[config.mk]
export PLATFORM = sky130hd
export DESIGN_NAME = ttceb_queue
export DESIGN_NICKNAME = d
export VERILOG_FILES = /design/src/sv/ttceb_pkg.sv /design/src/sv/ttceb_queue.sv
export SDC_FILE = /design/constraint.sdc
export NUM_CORES = 1
export LEC_CHECK = 0
export BUFFER_PORTS_ARGS = -buffer_cell sky130_fd_sc_hd__buf_2
export CAP_MARGIN = 20
export CORE_MARGIN = 4
export CORE_UTILIZATION = 31
export DETAILED_ROUTE_END_ITERATION = 12
export SLEW_MARGIN = 20
export SYNTH_ARGS = -nofsm -noshare
export SYNTH_HDL_FRONTEND = slang
export SYNTH_SLANG_ARGS = --single-unit
[constraint.sdc]
create_clock -name clock -period 3.6 [get_ports clock]
set_input_delay 0.72 -clock clock [delete_from_list [all_inputs] [get_ports clock]]
set_output_delay 0.72 -clock clock [all_outputs]
set_load 0.01 [all_outputs]
[src/sv/ttceb_pkg.sv]
// Shared types, constants and the arctangent table of the emergency brake block.
// Used by the top, front, queue and back modules and by the testbench; depends on nothing.
package ttceb_pkg;

   localparam int MAX_BEAMS    = 2048;
   localparam int BEAM_W       = $clog2(MAX_BEAMS);
   localparam int HIT_W        = 11;
   localparam int CORDIC_STEPS = 16;
   localparam int ITER_W       = 5;
   localparam int CW           = 34;
   localparam int QDEPTH       = 4;
   localparam int QPTR_W       = $clog2(QDEPTH);

   localparam logic [CW-1:0] CORDIC_GAIN = CW'(652032874);

   localparam logic [2:0] CSR_START_ANGLE = 3'd0;
   localparam logic [2:0] CSR_ANGLE_STEP  = 3'd1;
   localparam logic [2:0] CSR_MIN_RANGE   = 3'd2;
   localparam logic [2:0] CSR_MAX_RANGE   = 3'd3;
   localparam logic [2:0] CSR_TTC_LIMIT   = 3'd4;
   localparam logic [2:0] CSR_HALF_WIDTH  = 3'd5;

   typedef struct packed {
      logic [31:0] start_angle;
      logic [23:0] angle_step;
      logic [15:0] min_range_mm;
      logic [15:0] max_range_mm;
      logic [15:0] ttc_limit_ms;
      logic [15:0] half_width_mm;
   } cfg_type;

   typedef struct packed {
      logic [15:0]        range_mm;
      logic signed [15:0] speed_mm_s;
      logic               scan_end;
      logic               in_window;
      logic [31:0]        angle;
      logic [BEAM_W-1:0]  index;
   } beam_type;

   typedef enum logic [2:0] {
      ST_IDLE, ST_ROT, ST_MUL, ST_MUL2, ST_CMP, ST_OUT
   } back_state_type;

   // Arctangent of 2^-i in units of 2^-32 turn.
   function automatic logic [CW-1:0] atan_turn(input logic [ITER_W-1:0] i);
      logic [CW-1:0] r;
      case (i)
         5'd0:  r = CW'(536870912);
         5'd1:  r = CW'(316933406);
         5'd2:  r = CW'(167458907);
         5'd3:  r = CW'(85004756);
         5'd4:  r = CW'(42667331);
         5'd5:  r = CW'(21354465);
         5'd6:  r = CW'(10679838);
         5'd7:  r = CW'(5340245);
         5'd8:  r = CW'(2670163);
         5'd9:  r = CW'(1335087);
         5'd10: r = CW'(667544);
         5'd11: r = CW'(333772);
         5'd12: r = CW'(166886);
         5'd13: r = CW'(83443);
         5'd14: r = CW'(41722);
         5'd15: r = CW'(20861);
         5'd16: r = CW'(10430);
         5'd17: r = CW'(5215);
         5'd18: r = CW'(2608);
         5'd19: r = CW'(1304);
         5'd20: r = CW'(652);
         5'd21: r = CW'(326);
         5'd22: r = CW'(163);
         5'd23: r = CW'(81);
         default: r = '0;
      endcase
      return r;
   endfunction

endpackage

[src/sv/ttceb_queue.sv]
// Small FIFO of classified beams between the front end and the evaluation engine.
// Depends on ttceb_pkg.
module ttceb_queue (
   input  logic                clock,
   input  logic                reset,
   input  logic                push,
   input  ttceb_pkg::beam_type push_data,
   input  logic                pop,
   output ttceb_pkg::beam_type pop_data,
   output logic                full,
   output logic                empty
);
   ttceb_pkg::beam_type          mem [ttceb_pkg::QDEPTH];
   logic [ttceb_pkg::QPTR_W-1:0] wr_ff, wr_in, rd_ff, rd_in;
   logic [ttceb_pkg::QPTR_W:0]   cnt_ff, cnt_in;

   assign full     = (cnt_ff == (ttceb_pkg::QPTR_W+1)'(ttceb_pkg::QDEPTH));
   assign empty    = (cnt_ff == '0);
   assign pop_data = mem[rd_ff];

   always_comb begin
      wr_in  = push ? wr_ff + 1'b1 : wr_ff;
      rd_in  = pop ? rd_ff + 1'b1 : rd_ff;
      cnt_in = cnt_ff + (ttceb_pkg::QPTR_W+1)'(push) - (ttceb_pkg::QPTR_W+1)'(pop);
   end

   always_ff @(posedge clock) begin
      if (push) begin
         mem[wr_ff] <= push_data;
      end
   end

   always_ff @(posedge clock) begin
      if (reset) begin
         wr_ff  <= '0;
         rd_ff  <= '0;
         cnt_ff <= '0;
      end else begin
         wr_ff  <= wr_in;
         rd_ff  <= rd_in;
         cnt_ff <= cnt_in;
      end
   end
endmodule

# Yosys cells after proc, flatten, opt, wreduce, memory -nomap -nowiden

Memory sizes are Yosys's and may differ from the RTL's. A register that Yosys moved wholly into a read port is not among the register bits.
Cells that the tools add are included.

Logic and storage cells: 14
Bits in writable memories: 308
Bits in registers: 7
Memories: 1

Memory list:

| memory | words | width | read ports | clocked after memory_dff | wr ports | RTL line          | RTL |
|---|---|---|---|---|---|---|---|
| mem    | 4     | 77    | 1          | 1                        | 1        | ttceb_queue.sv:13 | `ttceb_pkg::beam_type mem [ttceb_pkg::QDEPTH];` |

Reductions and logical operators: 1
Equality and inequality tests: 1
Add/subtract/negate cells: 4
Multiplexer cells: 4

Operators with widths:

| kind                                         | count |
|---|---|
| adder 2 x 1 -> 2 bit (second input constant) | 2 |
| two-way mux 2 bit                            | 2 |
| adder 3 x 1 -> 3 bit                         | 1 |
| == test 3 bit (second input constant)        | 1 |
| zero test 3 bit                              | 1 |
| subtractor 3 x 1 -> 3 bit                    | 1 |
| two-way mux 1 bit                            | 2 |

# Logic depth before layout (Yosys ltp)

Depth in word-level cells: 3
Depth in mapped cells: 7
Gate-level depth less buffers: 7

# Least setup slack after synthesis

OpenSTA, ideal clock, no wires.

Path type: input -> register
Start point: input port push
End point: memory mem[0][0] in the netlist's numbering, enable pin
Slack: 640 ps
Data required time: 3157 ps
Path buffers: 0
Arrival: 2516 ps
Setup time: 443 ps
Cell stages on the path: 1
Path through: and2_1

Longest elaborated chain between the ends: 2

RTL lines:

| what                                    | RTL line          | RTL |
|---|---|---|
| start: declaration                      | ttceb_queue.sv:6  | `input logic push,` |
| two-way mux 1 bit                       | ttceb_queue.sv:28 | `if (push) begin` |
| two-way mux 1 bit (not written as such) | ttceb_queue.sv:29 | `mem[wr_ff] <= push_data;` |
| end: declaration                        | ttceb_queue.sv:13 |  |

No other way between the ends.

==> results_dict.tcl <==
set metrics [dict create \
    start_util 0.3156 \
    nets 724 \
    cellInternalPower_mw 6.722 \
    total_switching_power_mw 1.810 \
    synthesis.area_mm2 0.01158 \
    cpLargestDelayFamily "flip-flops" \
    maximum_number_of_pins_on_one_net_before_global_route_repair 40 \
    postSynthRegisterBits 317 \
    worstPathCellList "buf_12 > mux4_2 > buf_2" \
    most_common_cell_after_layout_fill_and_taps_aside "edfxtp_1" \
    remaining_drc_errors 0 \
    share_seq_of_total_power 0.505 \
    path_class "reg -> out" \
    dr.pass1.iters 4 \
    worstSkewPairLatency_ps 520 \
    critical_path_start_type "register" \
    synth-seq-area-share 0.8140 \
    core_area_mm2 0.03670 \
    post_cts_hold_buffer_count 0 \
    p_leak_nw 4.730 \
    floorplan.io_pins 160 \
    post-cts-setup-buffer-count 0 \
    post_synthesis_share_of_cell_area_spent_on_and_or_nand_and_nor_gates 0.006481 \
    die_x_um 201.3 \
    yosys.area_share.xor_xnor 0.003564 \
    synthDistinctLibCells 22 \
    clock_tree_from_tritoncts "done" \
    fp.dieArea_mm2 0.04052 \
    gr-total-overflow 0 \
    final_core_utilization 0.3847 \
    cts-root-buf "clkbuf_16" \
    maxCapViolCount 0 \
    p_sw_frac 0.2122 \
    ys_warn_count 0 \
    synth.area.mux_share 0.1506 \
    timing.slew.headroom 0.5275 \
    power-per-cell-area_mw_per_mm2 604.4 \
    largest_family_of_logic_cells_by_synthesized_area "multiplexers" \
    totalWireLength_mm 22.75 \
    final_period_minus_worst_setup_slack_ps 3035 \
    cpPeakStageDelay_ps 670 \
    num-fill-cells 3289 \
    power.share.clock 0.405 \
    timing.critical_path.arrival_ps 2320 \
    antenna_found_initial 2 \
    vias_per_cell 4.597 \
    ant_nets 0 \
    h-tree-depth 2 \
    timing.critical_path.slowest_stage_cell "dfxtp_4" \
    outcome "complete, no violations" \
    worst-path-max-fanout 28 \
    fp.dieH_um 201.3 \
    crit_path_end_kind "output port" \
    synth-compound-area-share 0.001296 \
    global_route_wire_length_before_repair_mm 34.96 \
    post_cts_resized 0 \
    layout-drive-gt1-share 0.4584 \
    rsz0062_at_grt "false" \
    p_comb_frac 0.090 \
    max_slew.worst_pin.slew_ps 708.7 \
    cp_data_required_time_ps 2880 \
    tritoncts.num_buffers 35 \
    hpwl_mm 13.72 \
    most-common-layout-cells "308 x edfxtp_1, 159 x buf_2, 77 x mux4_2, 37 x clkbuf_16, 8 x clkbuf_1" \
    synth_area_per_cell_um2 26.03 \
    setup_total_negative_slack_ps 0 \
    yosys.area_share.adder 0.008209 \
    cts_max_path_buffers 3 \
    clock.fmax_ghz 0.3294 \
    fin_worst_skew_ps 8.396 \
    hold_path.class "in -> reg" \
    detailroute.via_count 5190 \
    place.gp.congestion 0.6629 \
    finalCritPeriodShare 0.8432 \
    timing_max_transition_violations_final 0 \
    place.port_buffers 159 \
    clock_sink_count 317 \
    syn2layout_area_growth_pct 21.87 \
    netlist_instances 445 \
    std_cell_rows 70 \
    gr-usage-all-layers 0.1132 \
    drtIter0Drc 158 \
    vias_in_the_first_global_route 5717 \
    setup_violations 0 \
    cts.clk_slew.worst_paths_ps 50 \
    cp.buffers_inverters 2 \
    finalHoldViolCount 0 \
    vdd_drop_max_mv 0.3637 \
    post_synth_net_total 533 \
    num_antenna_cells 0 \
    avgRoutedWirePerCell_um 20.15 \
]
-- power groups by stage --
stage	clock network, mW	registers, mW	logic (mW)
after global routing	3.76	4.33	0.839
final	3.45	4.31	0.766
after global placement	0	4.39	0.784
after floorplan	0	4.36	0.489
after CTS	3.60	4.32	0.795
after detailed placement	0	4.39	0.792
-- per-layer routing --
layer,track usage,wire (um),vias up
met5,0,21,-
met3,0.03497,1368,39
met1,0.1492,9959,2732
li1,-,-,2293
met2,0.1770,10840,122
met4,0.04468,565,4
-- through the flow --
step / cell area (um^2) / hold WS (ps) / total power [mW] / setup WS, ps / instances
6_report: 14120 / 411.5 / 8.532 / 564.5 / 1129
5_1_grt: 14120 / 384.7 / 8.926 / 385.2 / 1129
4_1_cts: 14120 / 364.2 / 8.715 / 463.5 / 1129
3_5_place_dp: 12990 / 515.7 / 5.187 / 1059 / 1067
3_3_place_gp: 12990 / 503.5 / 5.172 / 1061 / 1067
2_1_floorplan: 11580 / 491.8 / 4.848 / 640.3 / 445
-- cells in the mapped netlist --
| library cell | count | area (um^2) |
|---|---|---|
| mux2i_1 | 1 | 10.01 |
| a21oi_1 | 1 | 5.000 |
| nor3_1 | 1 | 5.000 |
| nor2b_1 | 2 | 12.51 |
| nor2_1 | 5 | 18.77 |
| and3_1 | 1 | 6.260 |
| and2_1 | 4 | 25.02 |
| buf_4 | 4 | 30.03 |
| xor3_1 | 1 | 23.77 |
| mux4_2 | 77 | 1734 |
| xnor2_1 | 2 | 17.52 |
| fa_1 | 1 | 20.02 |
| buf_6 | 1 | 11.26 |
| clkbuf_1 | 4 | 15.01 |
| inv_1 | 6 | 22.52 |
| buf_12 | 4 | 80.08 |
| nand3b_1 | 1 | 7.510 |
| edfxtp_1 | 308 | 9249 |
| dfxtp_1 | 9 | 180.2 |
| ha_1 | 6 | 75.07 |
| a21bo_2 | 1 | 10.01 |
| buf_2 | 5 | 25.02 |
-- worst reg2reg max path, cell delays in order, from the launching register on --
cell	delay, ps
dfxtp_1	400
ha_1	170
and2_4	600
buf_4	410
-- worst paths after layout --
kind | cells after the start | slack [ps] | startpoint | end
setup reg to reg | 3 | 1690 | wr_ff[0] | mem[1][13]
hold reg to reg | 2 | 530 | rd_ff[1] | register
hold / removal | 1 | 410 | push_data[32] | mem[2][32]
setup / recovery | 3 | 560 | register | pop_data[73]
-- cell families (layout without fill, tap and decap cells) --
family,after synthesis,in the layout
adders and majority gates,7,7
muxes,78,78
AOI/OAI and AO/OA,2,2
and+or+nand+nor,14,14
buffers and inverters,24,240
DFF,317,317
xor gates and xnor gates,3,3
-- state kept, by name, indices dropped and copies added, names as in the netlist, named ones only --
register and flops:
mem 308, rd_ff 2, wr_ff 2, cnt_ff 3
-- cell type report --
| type | count | area (um^2) | area share |
|---|---|---|---|
| multi-input combinational | 104 | 1981 | 0.1403 |
| timing repair buffer | 172 | 968.4 | 0.06860 |
| tap | 468 | 585.6 | 0.04148 |
| clock inverter | 16 | 153.9 | 0.01090 |
| clock buffer | 46 | 969.7 | 0.06869 |
| inverter | 6 | 22.52 | 0.001595 |
| sequential | 317 | 9437 | 0.6684 |
(Power assumes the default switching activity.)
