$ cat config.mk
export PLATFORM = sky130hd
export DESIGN_NAME = ttceb_front_flat
export DESIGN_NICKNAME = d
export VERILOG_FILES = /design/src/sv/ttceb_pkg.sv /design/src/sv/ttceb_req_if.sv /design/src/sv/ttceb_front.sv /design/src/flat_wrapper.sv
export SDC_FILE = /design/constraint.sdc
export NUM_CORES = 1
export LEC_CHECK = 0
export ABC_AREA = 1
export ABC_CLOCK_PERIOD_IN_PS = 20300
export BUFFER_PORTS_ARGS = -buffer_cell sky130_fd_sc_hd__buf_2
export CAP_MARGIN = 20
export CORE_MARGIN = 5
export CORE_UTILIZATION = 58
export CTS_CLUSTER_SIZE = 16
export DETAILED_ROUTE_END_ITERATION = 8
export GPL_ROUTABILITY_DRIVEN = 0
export PLACE_DENSITY = 0.84
export SLEW_MARGIN = 20
export SYNTH_ARGS = -nofsm -noshare
export SYNTH_HDL_FRONTEND = slang
export SYNTH_SLANG_ARGS = --single-unit
$ cat constraint.sdc
create_clock -name clock -period 20.3 [get_ports clock]
set_input_delay 5.075 -clock clock [delete_from_list [all_inputs] [get_ports clock]]
set_output_delay 5.075 -clock clock [all_outputs]
set_load 0.02 [all_outputs]
$ cat src/sv/ttceb_pkg.sv
// Shared types, constants and the arctangent table of the emergency brake block.
// Used by the top, front, queue and back modules and by the testbench; depends on nothing.
package ttceb_pkg;

   localparam int MAX_BEAMS    = 2048;
   localparam int BEAM_W       = $clog2(MAX_BEAMS);
   localparam int HIT_W        = 11;
   localparam int CORDIC_STEPS = 16;
   localparam int ITER_W       = 5;
   localparam int CW           = 34;
   localparam int QDEPTH       = 4;
   localparam int QPTR_W       = $clog2(QDEPTH);

   localparam logic [CW-1:0] CORDIC_GAIN = CW'(652032874);

   localparam logic [2:0] CSR_START_ANGLE = 3'd0;
   localparam logic [2:0] CSR_ANGLE_STEP  = 3'd1;
   localparam logic [2:0] CSR_MIN_RANGE   = 3'd2;
   localparam logic [2:0] CSR_MAX_RANGE   = 3'd3;
   localparam logic [2:0] CSR_TTC_LIMIT   = 3'd4;
   localparam logic [2:0] CSR_HALF_WIDTH  = 3'd5;

   typedef struct packed {
      logic [31:0] start_angle;
      logic [23:0] angle_step;
      logic [15:0] min_range_mm;
      logic [15:0] max_range_mm;
      logic [15:0] ttc_limit_ms;
      logic [15:0] half_width_mm;
   } cfg_type;

   typedef struct packed {
      logic [15:0]        range_mm;
      logic signed [15:0] speed_mm_s;
      logic               scan_end;
      logic               in_window;
      logic [31:0]        angle;
      logic [BEAM_W-1:0]  index;
   } beam_type;

   typedef enum logic [2:0] {
      ST_IDLE, ST_ROT, ST_MUL, ST_MUL2, ST_CMP, ST_OUT
   } back_state_type;

   // Arctangent of 2^-i in units of 2^-32 turn.
   function automatic logic [CW-1:0] atan_turn(input logic [ITER_W-1:0] i);
      logic [CW-1:0] r;
      case (i)
         5'd0:  r = CW'(536870912);
         5'd1:  r = CW'(316933406);
         5'd2:  r = CW'(167458907);
         5'd3:  r = CW'(85004756);
         5'd4:  r = CW'(42667331);
         5'd5:  r = CW'(21354465);
         5'd6:  r = CW'(10679838);
         5'd7:  r = CW'(5340245);
         5'd8:  r = CW'(2670163);
         5'd9:  r = CW'(1335087);
         5'd10: r = CW'(667544);
         5'd11: r = CW'(333772);
         5'd12: r = CW'(166886);
         5'd13: r = CW'(83443);
         5'd14: r = CW'(41722);
         5'd15: r = CW'(20861);
         5'd16: r = CW'(10430);
         5'd17: r = CW'(5215);
         5'd18: r = CW'(2608);
         5'd19: r = CW'(1304);
         5'd20: r = CW'(652);
         5'd21: r = CW'(326);
         5'd22: r = CW'(163);
         5'd23: r = CW'(81);
         default: r = '0;
      endcase
      return r;
   endfunction

endpackage

$ cat src/sv/ttceb_req_if.sv
// Beam channel interface: valid/ready handshake plus one lidar beam.
// Stands alone; no package needed.
interface ttceb_req_if;
   logic               valid;
   logic               ready;
   logic [15:0]        range_mm;
   logic               range_ok;
   logic signed [15:0] speed_mm_s;
   logic               scan_end;

   modport source (output valid, range_mm, range_ok, speed_mm_s, scan_end, input ready);
   modport sink   (input valid, range_mm, range_ok, speed_mm_s, scan_end, output ready);
endinterface

$ cat src/sv/ttceb_front.sv
// Front end: accepts beams, counts the index, checks the range window, forms the angle.
// Depends on ttceb_pkg and ttceb_req_if.
module ttceb_front (
   input  logic                clock,
   input  logic                reset,
   ttceb_req_if.sink           req,
   input  ttceb_pkg::cfg_type  cfg,
   input  logic                q_full,
   output logic                q_push,
   output ttceb_pkg::beam_type q_data
);
   logic [ttceb_pkg::BEAM_W-1:0] count_ff, count_in;
   logic [31:0]                  offset;

   assign req.ready = !q_full;
   assign q_push    = req.valid && !q_full;
   assign offset    = 32'(count_ff) * 32'(cfg.angle_step);

   always_comb begin
      q_data.range_mm   = req.range_mm;
      q_data.speed_mm_s = req.speed_mm_s;
      q_data.scan_end   = req.scan_end;
      q_data.in_window  = req.range_ok && (req.range_mm <= cfg.max_range_mm)
                          && (req.range_mm >= cfg.min_range_mm);
      q_data.angle      = cfg.start_angle + offset;
      q_data.index      = count_ff;
      count_in          = count_ff;
      if (q_push) begin
         count_in = req.scan_end ? '0 : count_ff + 1'b1;
      end
   end

   always_ff @(posedge clock) begin
      if (reset) begin
         count_ff <= '0;
      end else begin
         count_ff <= count_in;
      end
   end
endmodule

$ cat src/flat_wrapper.sv
// flat-port wrapper written by rule: the top's interface ports become plain ports
module ttceb_front_flat 
  (clock, reset, cfg, q_full, q_push, q_data, req_valid, req_range_mm, req_range_ok, req_speed_mm_s, req_scan_end, req_ready);
  ttceb_req_if req_i ();
  input  logic clock;
  input  logic reset;
  input  ttceb_pkg::cfg_type cfg;
  input  logic q_full;
  output logic q_push;
  output ttceb_pkg::beam_type q_data;
  input wire logic [$bits(req_i.valid)-1:0] req_valid;
  input wire logic [$bits(req_i.range_mm)-1:0] req_range_mm;
  input wire logic [$bits(req_i.range_ok)-1:0] req_range_ok;
  input wire logic [$bits(req_i.speed_mm_s)-1:0] req_speed_mm_s;
  input wire logic [$bits(req_i.scan_end)-1:0] req_scan_end;
  output wire logic [$bits(req_i.ready)-1:0] req_ready;
  assign req_i.valid = req_valid;
  assign req_i.range_mm = req_range_mm;
  assign req_i.range_ok = req_range_ok;
  assign req_i.speed_mm_s = req_speed_mm_s;
  assign req_i.scan_end = req_scan_end;
  assign req_ready = req_i.ready;
  ttceb_front u_core (.clock(clock), .reset(reset), .req(req_i), .cfg(cfg), .q_full(q_full), .q_push(q_push), .q_data(q_data));
endmodule
## Word-level counts from Yosys, hierarchy flattened

Cells that the tools add are included.

- Flip-flop bits (word level): 11
- Input bits: 158
- Output and inout port bits: 79
- Word-level logic and storage cells: 11

- $add $sub $neg: 2
- Multipliers: 1
- Magnitude comparators: 2
- Multiplexer cells: 1
- Reduce and logical (&&, ||, !) cells: 4

Operators with widths:

| cell | number |
|---|---|
| adder 32 bit | 1 |
| multiplier 11 x 24 -> 32 bit | 1 |
| >= comparator 16 bit | 1 |
| less-or-equal comparator 16 bit | 1 |
| adder 11 x 1 -> 11 bit (second input constant) | 1 |
| two-way mux 11 bit | 1 |
| logical AND 1 bit | 3 |
| zero test 1 bit | 1 |

## Logic depth before layout (Yosys ltp)

Gate-level depths: netlist of run 1.

- Depth in word-level cells: 3
- Depth in mapped cells: 24
- Mapped depth without buffers: 22

## Worst setup path after synthesis of run 1

Ideal clock, no wire load.

- Path kind: input -> output
- Start: input cfg[71] (netlist name)
- End: output q_data[23] (netlist name)
- Arrival: 9306 ps
- Required time: 15225 ps
- Setup slack: 5919 ps
- Stages on the path: 17
- Path buffers: 1
- Cells stage by stage: clkbuf_1 > nand2_1 > fa_1 > fa_1 > fa_1 > inv_1 > fa_1 > inv_1 > fa_1 > inv_1 > ha_1 > nand2_1 > nor2_2 > nand2_1 > nor2_2 > nor2_1 > xnor2_1

RTL lines:

| item | line | RTL |
|---|---|---|
| from (decl) | flat_wrapper.sv:7 | `input ttceb_pkg::cfg_type cfg;` |
| to (decl) | flat_wrapper.sv:10 | `output ttceb_pkg::beam_type q_data;` |

==> metrics.cfg, run 1 <==
[timing]
fmax_mhz=67.7
worst_hold_slack_ns=0.638
hold_viol=0
final-max-slew-violation-count=0
tightest_slew_ns=1.10
fin_crit_ns=14.77
rsz0062_at_grt=no
finalSetupTns_ns=0
final.setup_skew_ns=0.00250
max_slew_margin=0.266
period_share=0.728
setup-violations-final=0

[synthesis]
ys_types=34
synth_edf_count=0
ys_seq_area_frac=0.0192
synth_async_sr_flop_share=0
synth-main-ff-cell=dfxtp_1
synth-seq-cells=11
syn_avg_cell_area_um2=6.91
yosysWarningCount=0
synth_nets=2139
syn_area_um2=11500
syn_inst=1665

[critical_path]
cp_max_fo=11
cp-end-kind=primary output
cp-start-kind=input pin
path_class=input pin to primary output
required_ns=15.23
rrSetupSlack_ns=18.35
critPathArrivalTime_ns=9.70

[detailed_routing]
wl_mm=27.8
ant_nets=0
vias=10094
drc_errors=0
vias_per_cell=4.98
drtIter0Drc=522
drtPass1Iterations=6
avgRoutedWirePerCell_um=13.7

[global_route]
grt_max_degree=31
grt_pass1_vias=10717
grt_most_used_layer=met2
grt.met3_usage=0.0245
grt_pass1_wl_mm=47.7
grtUsageMet2=0.485
met1_usage=0.303
grt_overflow=0
antenna_found_initial=0
grt_usage=0.257

[floorplanning]
fp.dieH_um=151
ioPinCount=237
initial_core_util=0.591
core-area_um2=19500
rows=51
die_w_um=151
die_area_um2=22700

[final_layout]
top_regs=u_core.count_ff x11
final_util=0.635
drive_gt1_frac=0.131
final_cell_mix=inv_1 (523), nand2_1 (491), fa_1 (226), buf_2 (172), ha_1 (90)
n_antenna_cell=0
design_area_um2=12400
nets=2235
syn2layout_area_growth_pct=7.43
largest_reg_flops=11
layout_commonest_cell=inv_1
largest_register=u_core.count_ff

[power]
leakage_nw=7.70
power_density_nw_per_um2=21.0
irDropWorstVdd_mv=0.0181

[clocking]
clock_latency_ns=0.24
path_clk_slew_ns=0.04
cts_hold_buf=0
clk_root_buffer_cell=clkbuf_16
clockBufferDepth=2
postCtsSetupBuffers=0
cts_buffers=3
cts_resized=0
cts_tree=done
cts_max_level=1
clock_sinks=11

[placed_design]
io_buffers=172
dpl_cell_area_um2=12300
dp_hpwl_mm=23.8

[outcome]
outcome=completed

[flow_run]
maxCapViolCount=0

[min_path]
worstHoldPathType=flop to flop

per-stage QoR:
| stage | worst slack (ns) | instances | power (mW) |
|---|---|---|---|
| 2_1_floorplan | 5.92 | 1665 | 0.169 |
| 3_3_place_gp | 5.58 | 2021 | 0.219 |
| 3_5_place_dp | 5.55 | 2021 | 0.224 |
| 4_1_cts | 5.55 | 2025 | 0.261 |
| 5_1_grt | 5.30 | 2025 | 0.288 |
| 6_report | 5.53 | 2025 | 0.259 |
path summary, 6_finish.rpt:
kind,to,startpoint,cells after the start
max,q_data[27],cfg[71],22
min,u_core.count_ff[4],u_core.count_ff[4],3
max reg2reg,u_core.count_ff[6],u_core.count_ff[1],8
min reg2reg,u_core.count_ff[4],u_core.count_ff[4],3
cell families (layout without fill, tap and decap cells):
family	Yosys count	in the layout	share of synthesized area
AO/OA/AOI/OAI	57	57	0.0297
XOR/XNOR	18	18	0.0137
AND/OR/NAND/NOR	641	641	0.230
flip-flops	11	11	0.0192
buffers and inverters	622	717	0.216
adder cells (fa/ha/maj)	316	316	0.491
power breakdown:
group	switching, mW	internal, mW
Combinational	0.130	0.0689
Sequential	0.00126	0.0220
Clock	0.0101	0.0264
critical path: stages:
cell and delay (ns):
buf_2 0.25, nand2_1 0.12, fa_1 0.57, fa_1 0.45, fa_1 0.55, inv_1 0.07
fa_1 0.50, inv_1 0.05, fa_1 0.47, inv_1 0.04, ha_1 0.36, nand2_1 0.14
nor2_1 0.17, nand2_1 0.10, nand2_2 0.13, nand2_1 0.08, nand2_2 0.13, nand2_1 0.08
nand2_1 0.06, nand2_1 0.04, nand2_1 0.08, buf_2 0.17
cells in the mapped netlist (2+ instances only):
| cell type | count | area, um2 |
|---|---|---|
| o21a_1 | 2 | 15.0 |
| o21ai_0 | 5 | 25.0 |
| xnor2_1 | 4 | 35.0 |
| nor2_4 | 2 | 22.5 |
| ha_1 | 90 | 1130 |
| nand2_2 | 10 | 62.6 |
| nand3_1 | 31 | 155 |
| o21bai_1 | 9 | 67.6 |
| nor3_1 | 5 | 25.0 |
| inv_2 | 9 | 33.8 |
| nand3_2 | 3 | 30.0 |
| nand4_1 | 18 | 113 |
| buf_1 | 6 | 22.5 |
| fa_1 | 226 | 4520 |
| xor2_1 | 14 | 123 |
| nor3b_1 | 4 | 30.0 |
| buf_2 | 10 | 50.1 |
| dfxtp_1 | 11 | 220 |
| nand3b_1 | 2 | 15.0 |
| buf_4 | 36 | 270 |
| a21oi_1 | 36 | 180 |
| nor2_2 | 14 | 87.6 |
| inv_1 | 523 | 1960 |
| clkbuf_1 | 38 | 143 |
| nor2_1 | 55 | 206 |
| nor3_2 | 3 | 30.0 |
| nand2_1 | 491 | 1840 |
| a21o_1 | 2 | 15.0 |
layout make-up:
type	instances	area, um2
sequential	11	221
multi-input combinational	1032	8790
tap	265	332
timing repair buffer	181	928
fill	1680	7110
inverter	532	2000
clock buffer	4	78.8
metal layers:
| metal | part of all wire | wire length [um] |
|---|---|---|
| met1 | 0.37 | 10300 |
| met2 | 0.52 | 14500 |
| met3 | 0.068 | 1890 |
| met4 | 0.039 | 1080 |
| met5 | 0 | 0 |
Note: power is estimated with default switching activity, not from simulation.
==> run 2, diff against run 1 <==
--- a/config.mk
+++ b/config.mk
@@ -6,15 +6,15 @@
 export NUM_CORES = 1
 export LEC_CHECK = 0
 export ABC_AREA = 1
-export ABC_CLOCK_PERIOD_IN_PS = 20300
+export ABC_CLOCK_PERIOD_IN_PS = 13050
 export BUFFER_PORTS_ARGS = -buffer_cell sky130_fd_sc_hd__buf_2
 export CAP_MARGIN = 20
 export CORE_MARGIN = 5
-export CORE_UTILIZATION = 58
+export CORE_UTILIZATION = 53
 export CTS_CLUSTER_SIZE = 16
 export DETAILED_ROUTE_END_ITERATION = 8
 export GPL_ROUTABILITY_DRIVEN = 0
-export PLACE_DENSITY = 0.84
+export PLACE_DENSITY = 0.81
 export SLEW_MARGIN = 20
 export SYNTH_ARGS = -nofsm -noshare
 export SYNTH_HDL_FRONTEND = slang
==> constraint.sdc (replaced) <==
create_clock -name clock -period 13.05 [get_ports clock]
set_input_delay 3.2625 -clock clock [delete_from_list [all_inputs] [get_ports clock]]
set_output_delay 3.2625 -clock clock [all_outputs]
set_load 0.02 [all_outputs]
==> metrics.cfg, run 2 (synthesis gave the netlist of run 1 again) <==
[outcome]
outcome=completed

[clocking]
clock_sinks=11  ; unchanged
cts_max_level=1  ; unchanged
clockBufferDepth=2  ; unchanged
cts_tree=done
clk_root_buffer_cell=clkbuf_16
clock_latency_ns=0.24  ; about the same
cts_buffers=3  ; unchanged
cts_hold_buf=0  ; unchanged
postCtsSetupBuffers=0  ; unchanged
path_clk_slew_ns=0.04  ; about the same
cts_resized=0  ; unchanged

[final_layout]
design_area_um2=12400  ; about the same
n_antenna_cell=0  ; unchanged
layout_commonest_cell=inv_1
largest_reg_flops=11  ; unchanged
nets=2234  ; -0.045%
largest_register=u_core.count_ff
syn2layout_area_growth_pct=7.49  ; about the same
drive_gt1_frac=0.131  ; about the same
top_regs=u_core.count_ff x11
final_cell_mix=inv_1 (523), nand2_1 (491), fa_1 (226), buf_2 (172), ha_1 (90)
final_util=0.582  ; -0.0523
fillers=2002  ; +19%

[detailed_routing]
ant_nets=0  ; unchanged
wl_mm=29.0  ; +4.4%
vias_per_cell=5.03  ; +0.90%
vias=10230  ; +1.3%
drtIter0Drc=637  ; +22%
drc_errors=0  ; unchanged
avgRoutedWirePerCell_um=14.3  ; +4.0%
drtPass1Iterations=5  ; -1

[global_route]
grt_overflow=0  ; unchanged
met1_usage=0.284  ; -0.0197
grt_pass1_vias=10912  ; +1.8%
grtUsageMet2=0.459  ; -0.0257
grt_max_degree=31  ; unchanged
grt.met3_usage=0.0157  ; -0.00886
antenna_found_initial=0  ; unchanged
grt_usage=0.242  ; -0.0146
grt_most_used_layer=met2
grt_pass1_wl_mm=49.2  ; +3.2%

[critical_path]
cp-start-kind=input pin
cp_max_fo=11  ; unchanged
crit_family=adder cells
cp-end-kind=primary output
crit_chain=buf_2 > nand2_1 > inv_1 > fa_1 > inv_1 > fa_1 > inv_1 > fa_1 > fa_1 > inv_1 > fa_1 > inv_1 > ha_1 > nand2_1 > nor2_1 > and2_1 > nand2_1 > o21bai_4 > nand2_2 > nand2_1 > nand2_1 > buf_2
path_class=input pin to primary output
critPathArrivalTime_ns=7.89  ; -1.81 ns
required_ns=9.79  ; -5.44 ns
slowest_stage=fa_1
critPathBufInv=7  ; +2
cpPeakStageDelay_ns=0.55  ; -0.02 ns

[min_path]
worstHoldPathType=flop to flop

[timing]
fmax_mhz=89.6
period_share=0.855
setup-violations-final=0  ; unchanged
final-max-slew-violation-count=0  ; unchanged
worst_hold_slack_ns=0.546  ; -0.0925 ns
rsz0062_at_grt=no
finalSetupTns_ns=0  ; unchanged
final.setup_skew_ns=0.00259  ; +0.0000945 ns
hold_viol=0  ; unchanged
max_slew_margin=0.233  ; -0.0331
tightest_slew_ns=1.15  ; +0.0495 ns
fin_crit_ns=11.15

[power]
finalPower_uw=403  ; +56%
irDropWorstVdd_mv=0.0541  ; +200%
leakage_nw=7.69  ; about the same
power_density_nw_per_um2=32.6  ; +56%

[floorplanning]
rows=53  ; +3.9%
ioPinCount=237  ; unchanged
core-area_um2=21200  ; +9.0%
initial_core_util=0.542  ; -0.0489
fp.dieH_um=157  ; +4.3%
die_area_um2=24700  ; +8.8%
die_w_um=157  ; +4.3%

[placed_design]
dpl_cell_area_um2=12300  ; about the same
io_buffers=172  ; unchanged
dp_hpwl_mm=24.4  ; +2.7%

[flow_run]
maxCapViolCount=0  ; unchanged

[run 2: worst register-to-register path: stages (launching register included)]
cell and delay (ns):
dfxtp_1 1.08, inv_1 0.18, nor3_1 0.29, nand3_1 0.11
nand2_1 0.07, nand4_1 0.09, a21oi_1 0.14
[run 2: where the power goes]
part           leakage (nW)  internal [mW]  switching, mW
logic                  7.57          0.107          0.204
clock network        0.0382         0.0410         0.0152
registers            0.0898         0.0342        0.00198
[run 2: area by class of cell]
class / count / area (um2) / area share
tap: 275 / 344 / 0.0278
multi-input combinational: 1032 / 8790 / 0.712
timing repair buffer: 180 / 921 / 0.0745
clock buffer: 4 / 78.8 / 0.00638
sequential: 11 / 223 / 0.0180
inverter: 532 / 2000 / 0.162
[run 2: path summary, 6_finish.rpt]
kind / start / end / depth (start not counted) / slack, ns
max reg2reg: u_core.count_ff[9] / u_core.count_ff[10] / 6 / 11.01
min: u_core.count_ff[6] / u_core.count_ff[7] / 2 / 0.55
max: cfg[79] / q_data[39] / 22 / 1.90
min reg2reg: u_core.count_ff[6] / u_core.count_ff[7] / 2 / 0.55
[run 2: per-layer routing]
metal	part of all wire	routed length, um	vias to the layer above
met2	0.52	15100	406
met5	0	0	-
met3	0.068	1970	108
li1	-	-	4816
met1	0.37	10700	4900
met4	0.043	1250	0
[run 2: per-stage QoR]
step / setup WS, ns / instances
after floorplan: 2.29 / 1665
after global placement: 1.96 / 2030
after detailed placement: 1.87 / 2030
after CTS: 1.87 / 2034
after global routing: 1.60 / 2034
final: 1.90 / 2034
